==> config.mk <==
export PLATFORM = sky130hd
export DESIGN_NAME = lru_page_replacement_unit_flat
export DESIGN_NICKNAME = d
export VERILOG_FILES = /design/src/sv/lrupr_pkg.sv /design/src/sv/lrupr_ifs.sv /design/src/sv/lru_page_replacement_unit.sv /design/src/sv/lrupr_cell.sv /design/src/sv/lrupr_ctrl.sv /design/src/flat_wrapper.sv
export SDC_FILE = /design/constraint.sdc
export NUM_CORES = 2
export LEC_CHECK = 0
export BUFFER_PORTS_ARGS = -buffer_cell sky130_fd_sc_hd__buf_2
export CAP_MARGIN = 25
export CORE_MARGIN = 2
export CORE_UTILIZATION = 54
export DETAILED_ROUTE_END_ITERATION = 10
export PLACE_DENSITY = 0.81
export SYNTH_ARGS = -nofsm -noshare
export SYNTH_HDL_FRONTEND = slang
export SYNTH_HIERARCHICAL = 1
export SYNTH_SLANG_ARGS = --single-unit
==> constraint.sdc <==
create_clock -name clock -period 17.1 [get_ports clock]
set_input_delay 2.565 -clock clock [delete_from_list [all_inputs] [get_ports clock]]
set_output_delay 2.565 -clock clock [all_outputs]
set_load 0.05 [all_outputs]
==> src/sv/lrupr_pkg.sv <==
// ----------------------------------------------------------------------------
// LRU page replacement package
// Shared widths, types and helpers for the page replacement cell row.
// ----------------------------------------------------------------------------
package lrupr_pkg;

   localparam int FRAMES     = 16;
   localparam int SLOT_W     = (FRAMES > 1) ? $clog2(FRAMES) : 1;
   localparam int CNT_W      = $clog2(FRAMES + 1);
   localparam int PAGE_W     = 8;
   localparam int STAMP_W    = 32;
   localparam int TOTAL_W    = 32;
   localparam int CFG_W      = 5;
   localparam int SLOT_OUT_W = 4;

   typedef logic [SLOT_W-1:0]  slot_type;
   typedef logic [CNT_W-1:0]   cnt_type;
   typedef logic [PAGE_W-1:0]  page_type;
   typedef logic [STAMP_W-1:0] stamp_type;
   typedef logic [TOTAL_W-1:0] total_type;
   typedef logic [CFG_W-1:0]   cfg_type;

   // Search word that walks down the cell row, one cell per cycle
   typedef struct packed {
      logic      active;
      page_type  page;
      logic      hit;
      slot_type  hit_slot;
      logic      have_old;
      stamp_type old_stamp;
      slot_type  old_slot;
      page_type  old_page;
   } probe_type;

   // Control fanned out from the controller to every cell
   typedef struct packed {
      cnt_type   filled;
      cnt_type   limit;
      logic      wr_en;
      slot_type  wr_slot;
      page_type  wr_page;
      stamp_type wr_stamp;
   } bcast_type;

   typedef enum logic [2:0] {
      ST_IDLE = 3'b001,
      ST_SCAN = 3'b010,
      ST_LOAD = 3'b100
   } state_type;

   // Clamp the frame count register to 1..FRAMES
   function automatic cnt_type frames_limit(input cfg_type count);
      logic [31:0] n;
      n = 32'(count);
      if (n == 32'd0) begin
         n = 32'd1;
      end
      if (n > 32'(FRAMES)) begin
         n = 32'(FRAMES);
      end
      return n[CNT_W-1:0];
   endfunction

endpackage

==> src/sv/lrupr_ifs.sv <==
// ----------------------------------------------------------------------------
// LRU page replacement channels
// Valid/ready channels for references, results and the frame count register.
// ----------------------------------------------------------------------------
interface lrupr_req_if import lrupr_pkg::*; ();
   logic     valid;
   logic     ready;
   page_type page;
   logic     end_of_string;

   modport source (output valid, output page, output end_of_string, input ready);
   modport sink   (input valid, input page, input end_of_string, output ready);
endinterface

interface lrupr_rsp_if import lrupr_pkg::*; ();
   logic                  valid;
   logic                  ready;
   logic                  fault;
   logic [SLOT_OUT_W-1:0] frame_slot;
   logic                  evicted;
   page_type              victim_page;
   total_type             fault_total;

   modport source (output valid, output fault, output frame_slot, output evicted,
                   output victim_page, output fault_total, input ready);
   modport sink   (input valid, input fault, input frame_slot, input evicted,
                   input victim_page, input fault_total, output ready);
endinterface

interface lrupr_csr_if import lrupr_pkg::*; ();
   logic    valid;
   logic    ready;
   cfg_type data;

   modport source (output valid, output data, input ready);
   modport sink   (input valid, input data, output ready);
endinterface

==> src/sv/lru_page_replacement_unit.sv <==
// ----------------------------------------------------------------------------
// LRU page replacement unit
// Fully associative least-recently-used frame replacement over a cell row.
// ----------------------------------------------------------------------------
// One reference is handled at a time. An accepted page is launched as a search
// word down a row of FRAMES frame cells, one cell per cycle; each cell checks
// for a hit and tracks the oldest replacement candidate (lowest index wins a
// tie). When the word leaves the last cell the controller commits the hit,
// fill or eviction and registers the result. A result still waiting on rsp
// holds the next result in the controller, and no new reference is taken
// until the waiting word leaves. The frame count register is written through
// csr; write it only while no reference is in flight.
module lru_page_replacement_unit import lrupr_pkg::*; (
   input  logic         clock,
   input  logic         reset,
   lrupr_req_if.sink    req_chan,
   lrupr_rsp_if.source  rsp_chan,
   lrupr_csr_if.sink    csr_chan
);

   bcast_type bcast;
   probe_type probe_inj;
   probe_type probe_chain [FRAMES];

   lrupr_ctrl u_ctrl (
      .clock      (clock),
      .reset      (reset),
      .req_chan   (req_chan),
      .rsp_chan   (rsp_chan),
      .csr_chan   (csr_chan),
      .bcast      (bcast),
      .probe_inj  (probe_inj),
      .probe_done (probe_chain[FRAMES-1])
   );

   // Row of frame cells, each feeding the next
   for (genvar i = 0; i < FRAMES; i++) begin : g_cell
      if (i == 0) begin : g_head
         lrupr_cell u_cell (
            .clock      (clock),
            .reset      (reset),
            .cell_idx   (slot_type'(i)),
            .bcast      (bcast),
            .probe_prev (probe_inj),
            .probe_next (probe_chain[i])
         );
      end else begin : g_body
         lrupr_cell u_cell (
            .clock      (clock),
            .reset      (reset),
            .cell_idx   (slot_type'(i)),
            .bcast      (bcast),
            .probe_prev (probe_chain[i-1]),
            .probe_next (probe_chain[i])
         );
      end
   end

endmodule

==> src/sv/lrupr_cell.sv <==
// ----------------------------------------------------------------------------
// LRU frame cell
// Holds one frame's page and last-use stamp; folds itself into the passing
// search word (first hit, oldest candidate) and hands it to the next cell.
// ----------------------------------------------------------------------------
module lrupr_cell import lrupr_pkg::*; (
   input  logic      clock,
   input  logic      reset,
   input  slot_type  cell_idx,
   input  bcast_type bcast,
   input  probe_type probe_prev,
   output probe_type probe_next
);

   page_type  page_ff;
   stamp_type stamp_ff;
   probe_type probe_ff;
   probe_type probe_in;
   logic      is_filled;
   logic      is_cand;
   logic      match;
   logic      older;

   // Fold this frame into the search word
   always_comb begin
      probe_in  = probe_prev;
      is_filled = cnt_type'(cell_idx) < bcast.filled;
      is_cand   = cnt_type'(cell_idx) < bcast.limit;
      match     = probe_prev.active && is_filled && !probe_prev.hit &&
                  (page_ff == probe_prev.page);
      older     = probe_prev.active && is_cand &&
                  (!probe_prev.have_old || (stamp_ff < probe_prev.old_stamp));
      if (match) begin
         probe_in.hit      = 1'b1;
         probe_in.hit_slot = cell_idx;
      end
      if (older) begin
         probe_in.have_old  = 1'b1;
         probe_in.old_stamp = stamp_ff;
         probe_in.old_slot  = cell_idx;
         probe_in.old_page  = page_ff;
      end
   end

   // Advance the search word one cell
   always_ff @(posedge clock) begin
      if (reset) begin
         probe_ff <= '0;
      end else begin
         probe_ff <= probe_in;
      end
   end

   // Write the frame when the controller selects this slot
   always_ff @(posedge clock) begin
      if (bcast.wr_en && (bcast.wr_slot == cell_idx)) begin
         page_ff  <= bcast.wr_page;
         stamp_ff <= bcast.wr_stamp;
      end
   end

   assign probe_next = probe_ff;

endmodule

==> src/sv/lrupr_ctrl.sv <==
// ----------------------------------------------------------------------------
// LRU replacement controller
// Takes references, launches search words into the cell row, decides hit,
// fill or eviction, updates counters and registers the result word.
// ----------------------------------------------------------------------------
module lrupr_ctrl import lrupr_pkg::*; (
   input  logic               clock,
   input  logic               reset,
   lrupr_req_if.sink          req_chan,
   lrupr_rsp_if.source        rsp_chan,
   lrupr_csr_if.sink          csr_chan,
   output bcast_type          bcast,
   output probe_type          probe_inj,
   input  probe_type          probe_done
);

   state_type state_ff, state_in;
   cfg_type   frame_count_ff;
   cnt_type   filled_ff, filled_in;
   stamp_type clock_ff;
   total_type faults_ff, faults_in;
   cnt_type   limit_ff;
   logic      eos_ff;
   probe_type inj_ff, inj_in;

   logic      res_fault_ff, res_evicted_ff;
   slot_type  res_slot_ff;
   page_type  res_victim_ff;
   total_type res_total_ff;

   logic                  rsp_valid_ff;
   logic                  rsp_fault_ff, rsp_evicted_ff;
   logic [SLOT_OUT_W-1:0] rsp_slot_ff;
   page_type              rsp_victim_ff;
   total_type             rsp_total_ff;

   logic        accept;
   logic        commit;
   logic        has_free;
   logic        fault;
   logic        evict;
   slot_type    slot;
   page_type    victim;
   logic        load;
   logic [31:0] slot_wide;

   assign accept = req_chan.valid && req_chan.ready && (state_ff == ST_IDLE);
   assign commit = (state_ff == ST_SCAN) && probe_done.active;
   assign load   = (state_ff == ST_LOAD) && (!rsp_valid_ff || rsp_chan.ready);

   // Decide hit, fill or eviction from the returning search word
   always_comb begin
      has_free  = filled_ff < limit_ff;
      fault     = !probe_done.hit;
      evict     = fault && !has_free;
      victim    = evict ? probe_done.old_page : '0;
      filled_in = filled_ff;
      faults_in = faults_ff;
      if (probe_done.hit) begin
         slot = probe_done.hit_slot;
      end else if (has_free) begin
         slot      = filled_ff[SLOT_W-1:0];
         filled_in = filled_ff + cnt_type'(1);
      end else begin
         slot = probe_done.old_slot;
      end
      if (fault && (faults_ff != '1)) begin
         faults_in = faults_ff + total_type'(1);
      end
   end

   // Next state
   always_comb begin
      state_in = state_ff;
      case (state_ff)
         ST_IDLE: begin
            if (accept) begin
               state_in = ST_SCAN;
            end
         end
         ST_SCAN: begin
            if (commit) begin
               state_in = ST_LOAD;
            end
         end
         ST_LOAD: begin
            if (load) begin
               state_in = ST_IDLE;
            end
         end
         default: state_in = ST_IDLE;
      endcase
   end

   // Launch word for cell zero
   always_comb begin
      inj_in        = '0;
      inj_in.active = accept;
      inj_in.page   = req_chan.page;
   end

   // Control registers
   always_ff @(posedge clock) begin
      if (reset) begin
         state_ff       <= ST_IDLE;
         frame_count_ff <= cfg_type'(4);
         filled_ff      <= '0;
         clock_ff       <= '0;
         faults_ff      <= '0;
         inj_ff         <= '0;
         rsp_valid_ff   <= 1'b0;
      end else begin
         state_ff <= state_in;
         inj_ff   <= inj_in;
         if (csr_chan.valid && csr_chan.ready) begin
            frame_count_ff <= csr_chan.data;
         end
         if (accept && (clock_ff != '1)) begin
            clock_ff <= clock_ff + stamp_type'(1);
         end
         if (commit) begin
            if (eos_ff) begin
               filled_ff <= '0;
               clock_ff  <= '0;
               faults_ff <= '0;
            end else begin
               filled_ff <= filled_in;
               faults_ff <= faults_in;
            end
         end
         if (load) begin
            rsp_valid_ff <= 1'b1;
         end else if (rsp_chan.ready) begin
            rsp_valid_ff <= 1'b0;
         end
      end
   end

   // Latch reference attributes on accept
   always_ff @(posedge clock) begin
      if (accept) begin
         limit_ff <= frames_limit(frame_count_ff);
         eos_ff   <= req_chan.end_of_string;
      end
   end

   // Hold the result until the output register frees up
   always_ff @(posedge clock) begin
      if (commit) begin
         res_fault_ff   <= fault;
         res_slot_ff    <= slot;
         res_evicted_ff <= evict;
         res_victim_ff  <= victim;
         res_total_ff   <= faults_in;
      end
   end

   assign slot_wide = 32'(res_slot_ff);

   // Output register
   always_ff @(posedge clock) begin
      if (load) begin
         rsp_fault_ff   <= res_fault_ff;
         rsp_slot_ff    <= slot_wide[SLOT_OUT_W-1:0];
         rsp_evicted_ff <= res_evicted_ff;
         rsp_victim_ff  <= res_victim_ff;
         rsp_total_ff   <= res_total_ff;
      end
   end

   // Broadcast to the cell row
   always_comb begin
      bcast.filled   = filled_ff;
      bcast.limit    = limit_ff;
      bcast.wr_en    = commit;
      bcast.wr_slot  = slot;
      bcast.wr_page  = probe_done.page;
      bcast.wr_stamp = clock_ff;
   end

   assign probe_inj            = inj_ff;
   assign req_chan.ready       = (state_ff == ST_IDLE);
   assign csr_chan.ready       = 1'b1;
   assign rsp_chan.valid       = rsp_valid_ff;
   assign rsp_chan.fault       = rsp_fault_ff;
   assign rsp_chan.frame_slot  = rsp_slot_ff;
   assign rsp_chan.evicted     = rsp_evicted_ff;
   assign rsp_chan.victim_page = rsp_victim_ff;
   assign rsp_chan.fault_total = rsp_total_ff;

`ifndef SYNTHESIS
   a_filled_bound: assert property (@(posedge clock) disable iff (reset)
      filled_ff <= cnt_type'(FRAMES))
      else $error("filled frame count exceeds frame row");

   a_done_in_scan: assert property (@(posedge clock) disable iff (reset)
      probe_done.active |-> (state_ff == ST_SCAN))
      else $error("search word returned outside scan");

   a_accept_scan: assert property (@(posedge clock) disable iff (reset)
      accept |=> (state_ff == ST_SCAN) && probe_inj.active)
      else $error("accepted reference did not launch a search");

   a_scan_holds: assert property (@(posedge clock) disable iff (reset)
      ((state_ff == ST_SCAN) && !probe_done.active) |=>
         ($stable(filled_ff) && $stable(faults_ff)))
      else $error("counters moved during scan");

   a_load_valid: assert property (@(posedge clock) disable iff (reset)
      load |=> rsp_valid_ff)
      else $error("result load did not raise valid");
`endif

endmodule
==> src/flat_wrapper.sv <==
// flat-port wrapper written by rule: the top's interface ports become plain ports
module lru_page_replacement_unit_flat import lrupr_pkg::*;
  (clock, reset, req_chan_valid, req_chan_page, req_chan_end_of_string, req_chan_ready, rsp_chan_valid, rsp_chan_fault, rsp_chan_frame_slot, rsp_chan_evicted, rsp_chan_victim_page, rsp_chan_fault_total, rsp_chan_ready, csr_chan_valid, csr_chan_data, csr_chan_ready);
  lrupr_req_if req_chan_i ();
  lrupr_rsp_if rsp_chan_i ();
  lrupr_csr_if csr_chan_i ();
  input  logic clock;
  input  logic reset;
  input wire logic [$bits(req_chan_i.valid)-1:0] req_chan_valid;
  input wire logic [$bits(req_chan_i.page)-1:0] req_chan_page;
  input wire logic [$bits(req_chan_i.end_of_string)-1:0] req_chan_end_of_string;
  output wire logic [$bits(req_chan_i.ready)-1:0] req_chan_ready;
  output wire logic [$bits(rsp_chan_i.valid)-1:0] rsp_chan_valid;
  output wire logic [$bits(rsp_chan_i.fault)-1:0] rsp_chan_fault;
  output wire logic [$bits(rsp_chan_i.frame_slot)-1:0] rsp_chan_frame_slot;
  output wire logic [$bits(rsp_chan_i.evicted)-1:0] rsp_chan_evicted;
  output wire logic [$bits(rsp_chan_i.victim_page)-1:0] rsp_chan_victim_page;
  output wire logic [$bits(rsp_chan_i.fault_total)-1:0] rsp_chan_fault_total;
  input wire logic [$bits(rsp_chan_i.ready)-1:0] rsp_chan_ready;
  input wire logic [$bits(csr_chan_i.valid)-1:0] csr_chan_valid;
  input wire logic [$bits(csr_chan_i.data)-1:0] csr_chan_data;
  output wire logic [$bits(csr_chan_i.ready)-1:0] csr_chan_ready;
  assign req_chan_i.valid = req_chan_valid;
  assign req_chan_i.page = req_chan_page;
  assign req_chan_i.end_of_string = req_chan_end_of_string;
  assign req_chan_ready = req_chan_i.ready;
  assign rsp_chan_valid = rsp_chan_i.valid;
  assign rsp_chan_fault = rsp_chan_i.fault;
  assign rsp_chan_frame_slot = rsp_chan_i.frame_slot;
  assign rsp_chan_evicted = rsp_chan_i.evicted;
  assign rsp_chan_victim_page = rsp_chan_i.victim_page;
  assign rsp_chan_fault_total = rsp_chan_i.fault_total;
  assign rsp_chan_i.ready = rsp_chan_ready;
  assign csr_chan_i.valid = csr_chan_valid;
  assign csr_chan_i.data = csr_chan_data;
  assign csr_chan_ready = csr_chan_i.ready;
  lru_page_replacement_unit u_core (.clock(clock), .reset(reset), .req_chan(req_chan_i), .rsp_chan(rsp_chan_i), .csr_chan(csr_chan_i));
endmodule
### Word level (Yosys, flattened, before mapping)

Cells that the tools add are included.

| cells by class | value |
|---|---|
| add/sub/neg operators | 3 |
| $lt $le $gt $ge | 50 |
| equality and inequality tests | 40 |
| muxes and demuxes | 50 |
| reductions and logical operators | 191 |

Operator list:

| cell | count |
|---|---|
| 2-to-1 mux 45 bit | 15 |
| < comparator 32 bit | 16 |
| 2-to-1 mux 32 bit | 6 |
| == test 8 bit | 16 |
| logical AND 1 bit | 103 |
| 2-to-1 mux 5 bit | 20 |
| < comparator 4 x 5 -> 1 bit, first input constant | 16 |
| adder 32 x 1 -> 32 bit, second input constant | 2 |
| inequality test 32 bit, second input constant | 2 |
| OR reduction 2 bit | 30 |
| < comparator 3 x 5 -> 1 bit, first input constant | 8 |
| zero test 1 bit | 35 |
| == test 4 bit, second input constant | 8 |
| greater-than comparator 32 x 5 -> 1 bit, second input constant | 1 |
| < comparator 1 x 5 -> 1 bit, first input constant | 4 |
| < comparator 2 x 5 -> 1 bit, first input constant | 4 |
| logical OR 1 bit | 17 |
| == test 4 x 3 -> 1 bit, second input constant | 4 |
| 2-to-1 mux 12 bit | 1 |
| 2-to-1 mux 3 bit | 3 |
| one-hot mux 3 bit (3 select lines) | 1 |
| == test 4 x 2 -> 1 bit, second input constant | 2 |
| 2-to-1 mux 4 bit | 2 |
| AND reduction 3 bit | 2 |
| other kinds (12) | 16 |

| storage, ports and cells | value |
|---|---|
| register bits after elaboration | 1786 |
| input bits | 19 |
| logic and storage cells | 546 |

### Logic depth before layout (Yosys ltp)

| depth | value |
|---|---|
| depth after elaboration | 7 |
| depth in mapped cells | 11 |
| gate-level depth less buffers | 10 |

### Hierarchy

Netlist, hierarchy kept.

By module, submodules not included:

| module | times used | cells an instance | area each (sq um) | seq. area each (sq um) |
|---|---|---|---|---|
| lrupr_cell at u_core.g_cell[0].g_head.u_cell ... | 15 | 421 | 4743.3 | 2382.3 |
| lrupr_ctrl | 1 | 813 | 8639.5 | 4684.5 |
| lrupr_cell at u_core.g_cell[3].g_body.u_cell | 1 | 425 | 4767.1 | 2382.3 |
| lru_page_replacement_unit | 1 | 2 | 7.5 | 0.0 |

### Least setup slack after synthesis

OpenSTA, ideal clock, no wires.

| path | value |
|---|---|
| path type | flip-flop to flip-flop |
| start point | register u_core.u_ctrl.limit_ff[2] |
| end point | register u_core.g_cell[12].g_body.u_cell.page_ff[0], enable pin |
| setup time | 0.537 ns |
| arrival | 7.362 ns |
| required time | 16.563 ns |
| slack | 9.201 ns |
| cell stages (with the launch flop) | 11 |
| period minus slack after synthesis | 7.899 ns |
| cells stage by stage | edfxtp_1 > inv_1 > ha_1 > nand2_1 > o21ai_0 > a21o_1 > a21oi_1 > clkbuf_1 > o31ai_1 > xor2_1 > nor4_1 |

RTL lines:

| item | line | source |
|---|---|---|
| from (decl) | lrupr_ctrl.sv:22 | `cnt_type limit_ff;` |
| from (signal assigned) | lrupr_ctrl.sv:142 | `limit_ff <= frames_limit(frame_count_ff);` |
| to (signal assigned) | lrupr_cell.sv:57 | `page_ff <= bcast.wr_page;` |
| to (decl) | lrupr_cell.sv:15 | `page_type page_ff;` |

==> impl.org <==
** GRT
- Total global routing overflow :: 0
- For this run, the total global-route usage over all layers was measured as 0.202.
- The global routing stage identified its most utilized layer as met2.
- Via count of the first global-routing pass :: between 50000 and 60000
- The number of antenna violations at the first check in global routing came to 3.
- For this run, global-route usage on met1 was measured as 0.267.
- The first global-routing pass estimated approximately 260000 µm of wire.
- Met3 global-route usage :: 0.0261
- In the global route stage, met2 resource usage came out at 0.345.
- Entering global routing, the biggest net connects ~380 pins.

** STA
- Setup violations remaining at the end of the flow were counted as 0.
- In this run the tightest slew margin relative to its limit is 0.150.
- Tmin final :: about 5.4 ns
- Post-Route Setup TNS :: 0 ns
- Tightest hold margin :: ~0.42 ns
- At the pin with the least slew margin, the transition time is 1.27 ns.
- Post-Route Skew :: ~0.027 ns
- Dividing the final minimum period by the clock period gives 0.313.
- Timing would allow up to around 190 MHz.
- RSZ-0062 raised after global routing :: false
- The total count of max-transition violations in the final report is 0.
- Final hold violation count :: 0

** Placed design
- Total cell area at the placement stage :: around 0.085 mm²
- Once placement completed, the tool counted placed cells totaling around 9500.
- The wire-length estimate of the detail-placed layout is approximately 110000 µm.
- RD Place Congestion :: 0.869
- Number of I/O port buffers :: between 60 and 70

** Floorplan
- The floorplan has between 100 and 150 rows.
- slightly below 70 I/O pins were placed.
- For this configuration, the core starts out at a cell density of 0.545.
- Die Width :: a little under 400 µm
- The region available for standard cell placement spans 0.152 mm².
- Chip height :: 396 µm
- The floorplan step defined a die boundary enclosing about 0.16 mm².

** Run
- Number of maximum-capacitance violations :: 0

** Detailed routing
- Violation count after the first detailed-routing iteration :: roughly 3000
- Via Count :: 51400
- Number of vias per cell :: between 5 and 6
- Detailed-route wire length per cell :: between 15 and 20 µm
- The final layout contains routed wiring with a total length of approximately 160000 µm.
- In the routed design, unresolved DRC markers number 0.
- The count of nets left with antenna violations once routing finished came out at 0.
- 1st-pass router iterations :: 5

** Synthesis
- In this run the mean area of a mapped cell was 11.2 µm².
- Synthesis warning total :: 6
- The cell area that synthesis handed to floorplanning was 0.0831 mm².
- Synthesis produced approximately 7400 cells.

** Cells and area
- Once layout is done, the placed cells without fillers occupy slightly above 0.09 mm².
- Final design utilization :: 0.602
- Most common library cell in the layout ignoring fill and taps :: sky130_fd_sc_hd__nand2b_1
- The library cells used most frequently in the layout, excluding fill and tap cells, are sky130_fd_sc_hd__nand2b_1 (1449), sky130_fd_sc_hd__dfxtp_1 (998), sky130_fd_sc_hd__mux2i_1 (742).
- Share of post-route cells with drive strength above 1 :: 0.0698
- Nets@finish :: 8326
- Post-synthesis to final-layout area growth :: 10.4%
- The finished layout holds approximately 10000 standard cells, fillers aside.

** Power and ir drop
- In this run the power density over the cells is 92.5 mW/mm².
- Portion of total power attributed to combinational logic :: 0.036
- Share of power burned in registers :: 0.511
- Of the total power, the share spent switching nets is 0.204.
- For this design the total switching power over the nets is about 1700 µW.
- Internal cell power :: between 6000 and 7000 µW
- Across the VDD grid, the largest voltage drop is about 75 µV.
- The analysis attributes to cell leakage a power of roughly 0.034 µW.
- The share of total power dissipated in the clock network is 0.453.

** Critical path
- The worst setup path is launched from a primary input.
- Traced cell by cell, the critical path runs through buf_8 -> buf_12 -> buf_4 -> buf_12 -> nand2b_1 -> mux2i_1.
- Crit path buf inv count :: 4
- In this design, the critical path's most frequently occurring cell is sky130_fd_sc_hd__buf_12.
- Slowest stage cell, crit path :: sky130_fd_sc_hd__buf_4
- Crit end category :: flip-flop
- At the worst endpoint, the arrival time is roughly 6.0 ns.
- CP max FO :: ~380
- Data required time of the worst path :: between 15 and 20 ns
- Family with the most delay on the worst path :: buffers and inverters
- By startpoint and endpoint, the worst setup path is classified as in2reg.
- Delay contributed by the slowest stage of the critical path :: 0.79 ns

** Clocking
- Once the clock tree was built, the setup fixing pass inserted 0 buffers.
- For this design, the CTS-stage hold fixing added 0 buffers.
- Post-CTS repair changed the size of 0 cells.
- Buffer cell driving the clock tree root :: sky130_fd_sc_hd__clkbuf_16
- Clock transition at path regs :: 0.06 ns
- At the later pin of the worst-skew pair, clock insertion delay measures 0.79 ns.
- Number of buffers added by the clock tree synthesis step :: approximately 170
- The clock passes through at most 3 buffers.
- H-tree lvl count :: 4
- Clock tree from TritonCTS :: built
- Clk sink count :: roughly 1700

** Min path
- The path class of the tightest hold or removal check is reg2reg.

** Status
- The run finished with clean final reports.
==> per-layer routing <==
layer | share of wire | wire [µm]
met3 | 0.042 | 6830
met1 | 0.45 | 72700
met5 | 0 | 0
met2 | 0.48 | 77400
met4 | 0.027 | 4410
==> layout make-up <==
type | instances | area (µm²)
tap | 2030 | 2540
sequential | 1736 | 42100
inverter | 661 | 2480
clock inverter | 76 | 833
clock buffer | 241 | 5050
timing repair buffer | 171 | 1530
antenna | 3 | 7.51
fill | 11600 | 60700
multi-input combinational | 4969 | 37200
==> worst paths after layout <==
| check | from | endpoint | slack, ns | depth (start not counted) |
|---|---|---|---|---|
| min reg2reg | u_core/u_ctrl/res_total_ff[25] | u_core/u_ctrl/rsp_chan.fault_total[25] | 0.42 | 0 |
| min | u_core/u_ctrl/res_total_ff[25] | u_core/u_ctrl/rsp_chan.fault_total[25] | 0.42 | 0 |
| max reg2reg | u_core/u_ctrl/limit_ff[4] | u_core/g_cell[2].g_body.u_cell/stamp_ff[11] | 13.03 | 12 |
| max | reset | u_core/g_cell[8].g_body.u_cell/probe_next[48] | 11.74 | 6 |
==> sequential cells by signal, summed over array words and instances, names as in the netlist, 3 cells and up <==
register,flops
u_core/g_cell.g_body.u_cell/probe_next,852
u_core/g_cell.g_body.u_cell/stamp_ff,480
u_core/g_cell.g_body.u_cell/page_ff,120
u_core/g_cell.g_head.u_cell/probe_next,59
u_core/g_cell.g_head.u_cell/stamp_ff,32
u_core/u_ctrl/clock_ff,32
u_core/u_ctrl/faults_ff,32
u_core/u_ctrl/res_total_ff,32
u_core/u_ctrl/rsp_chan.fault_total,32
u_core/u_ctrl/probe_inj,9
u_core/g_cell.g_head.u_cell/page_ff,8
u_core/u_ctrl/res_victim_ff,8
u_core/u_ctrl/rsp_chan.victim_page,8
u_core/u_ctrl/filled_ff,5
u_core/u_ctrl/frame_count_ff,5
u_core/u_ctrl/limit_ff,5
u_core/u_ctrl/res_slot_ff,4
u_core/u_ctrl/rsp_chan.frame_slot,4
u_core/u_ctrl/state_ff,3
==> through the flow <==
stage | power [µW] | worst slack (ns)
6_report | 8490 | 11.74
2_1_floorplan | 4670 | 9.20
5_1_grt | 8760 | 11.47
4_1_cts | 8550 | 11.91
3_3_place_gp | 4710 | 11.28
3_5_place_dp | 4720 | 11.09
==> power by group through the flow <==
| stage | sequential (µW) | combinational (µW) | clock [µW] |
|---|---|---|---|
| final | 4340 | 302 | 3840 |
| after global routing | 4340 | 337 | 4080 |
| after CTS | 4340 | 293 | 3920 |
| after detailed placement | 4430 | 291 | 0 |
| after global placement | 4430 | 277 | 0 |
| after floorplan | 4420 | 244 | 0 |
(Power assumes the default switching activity.)
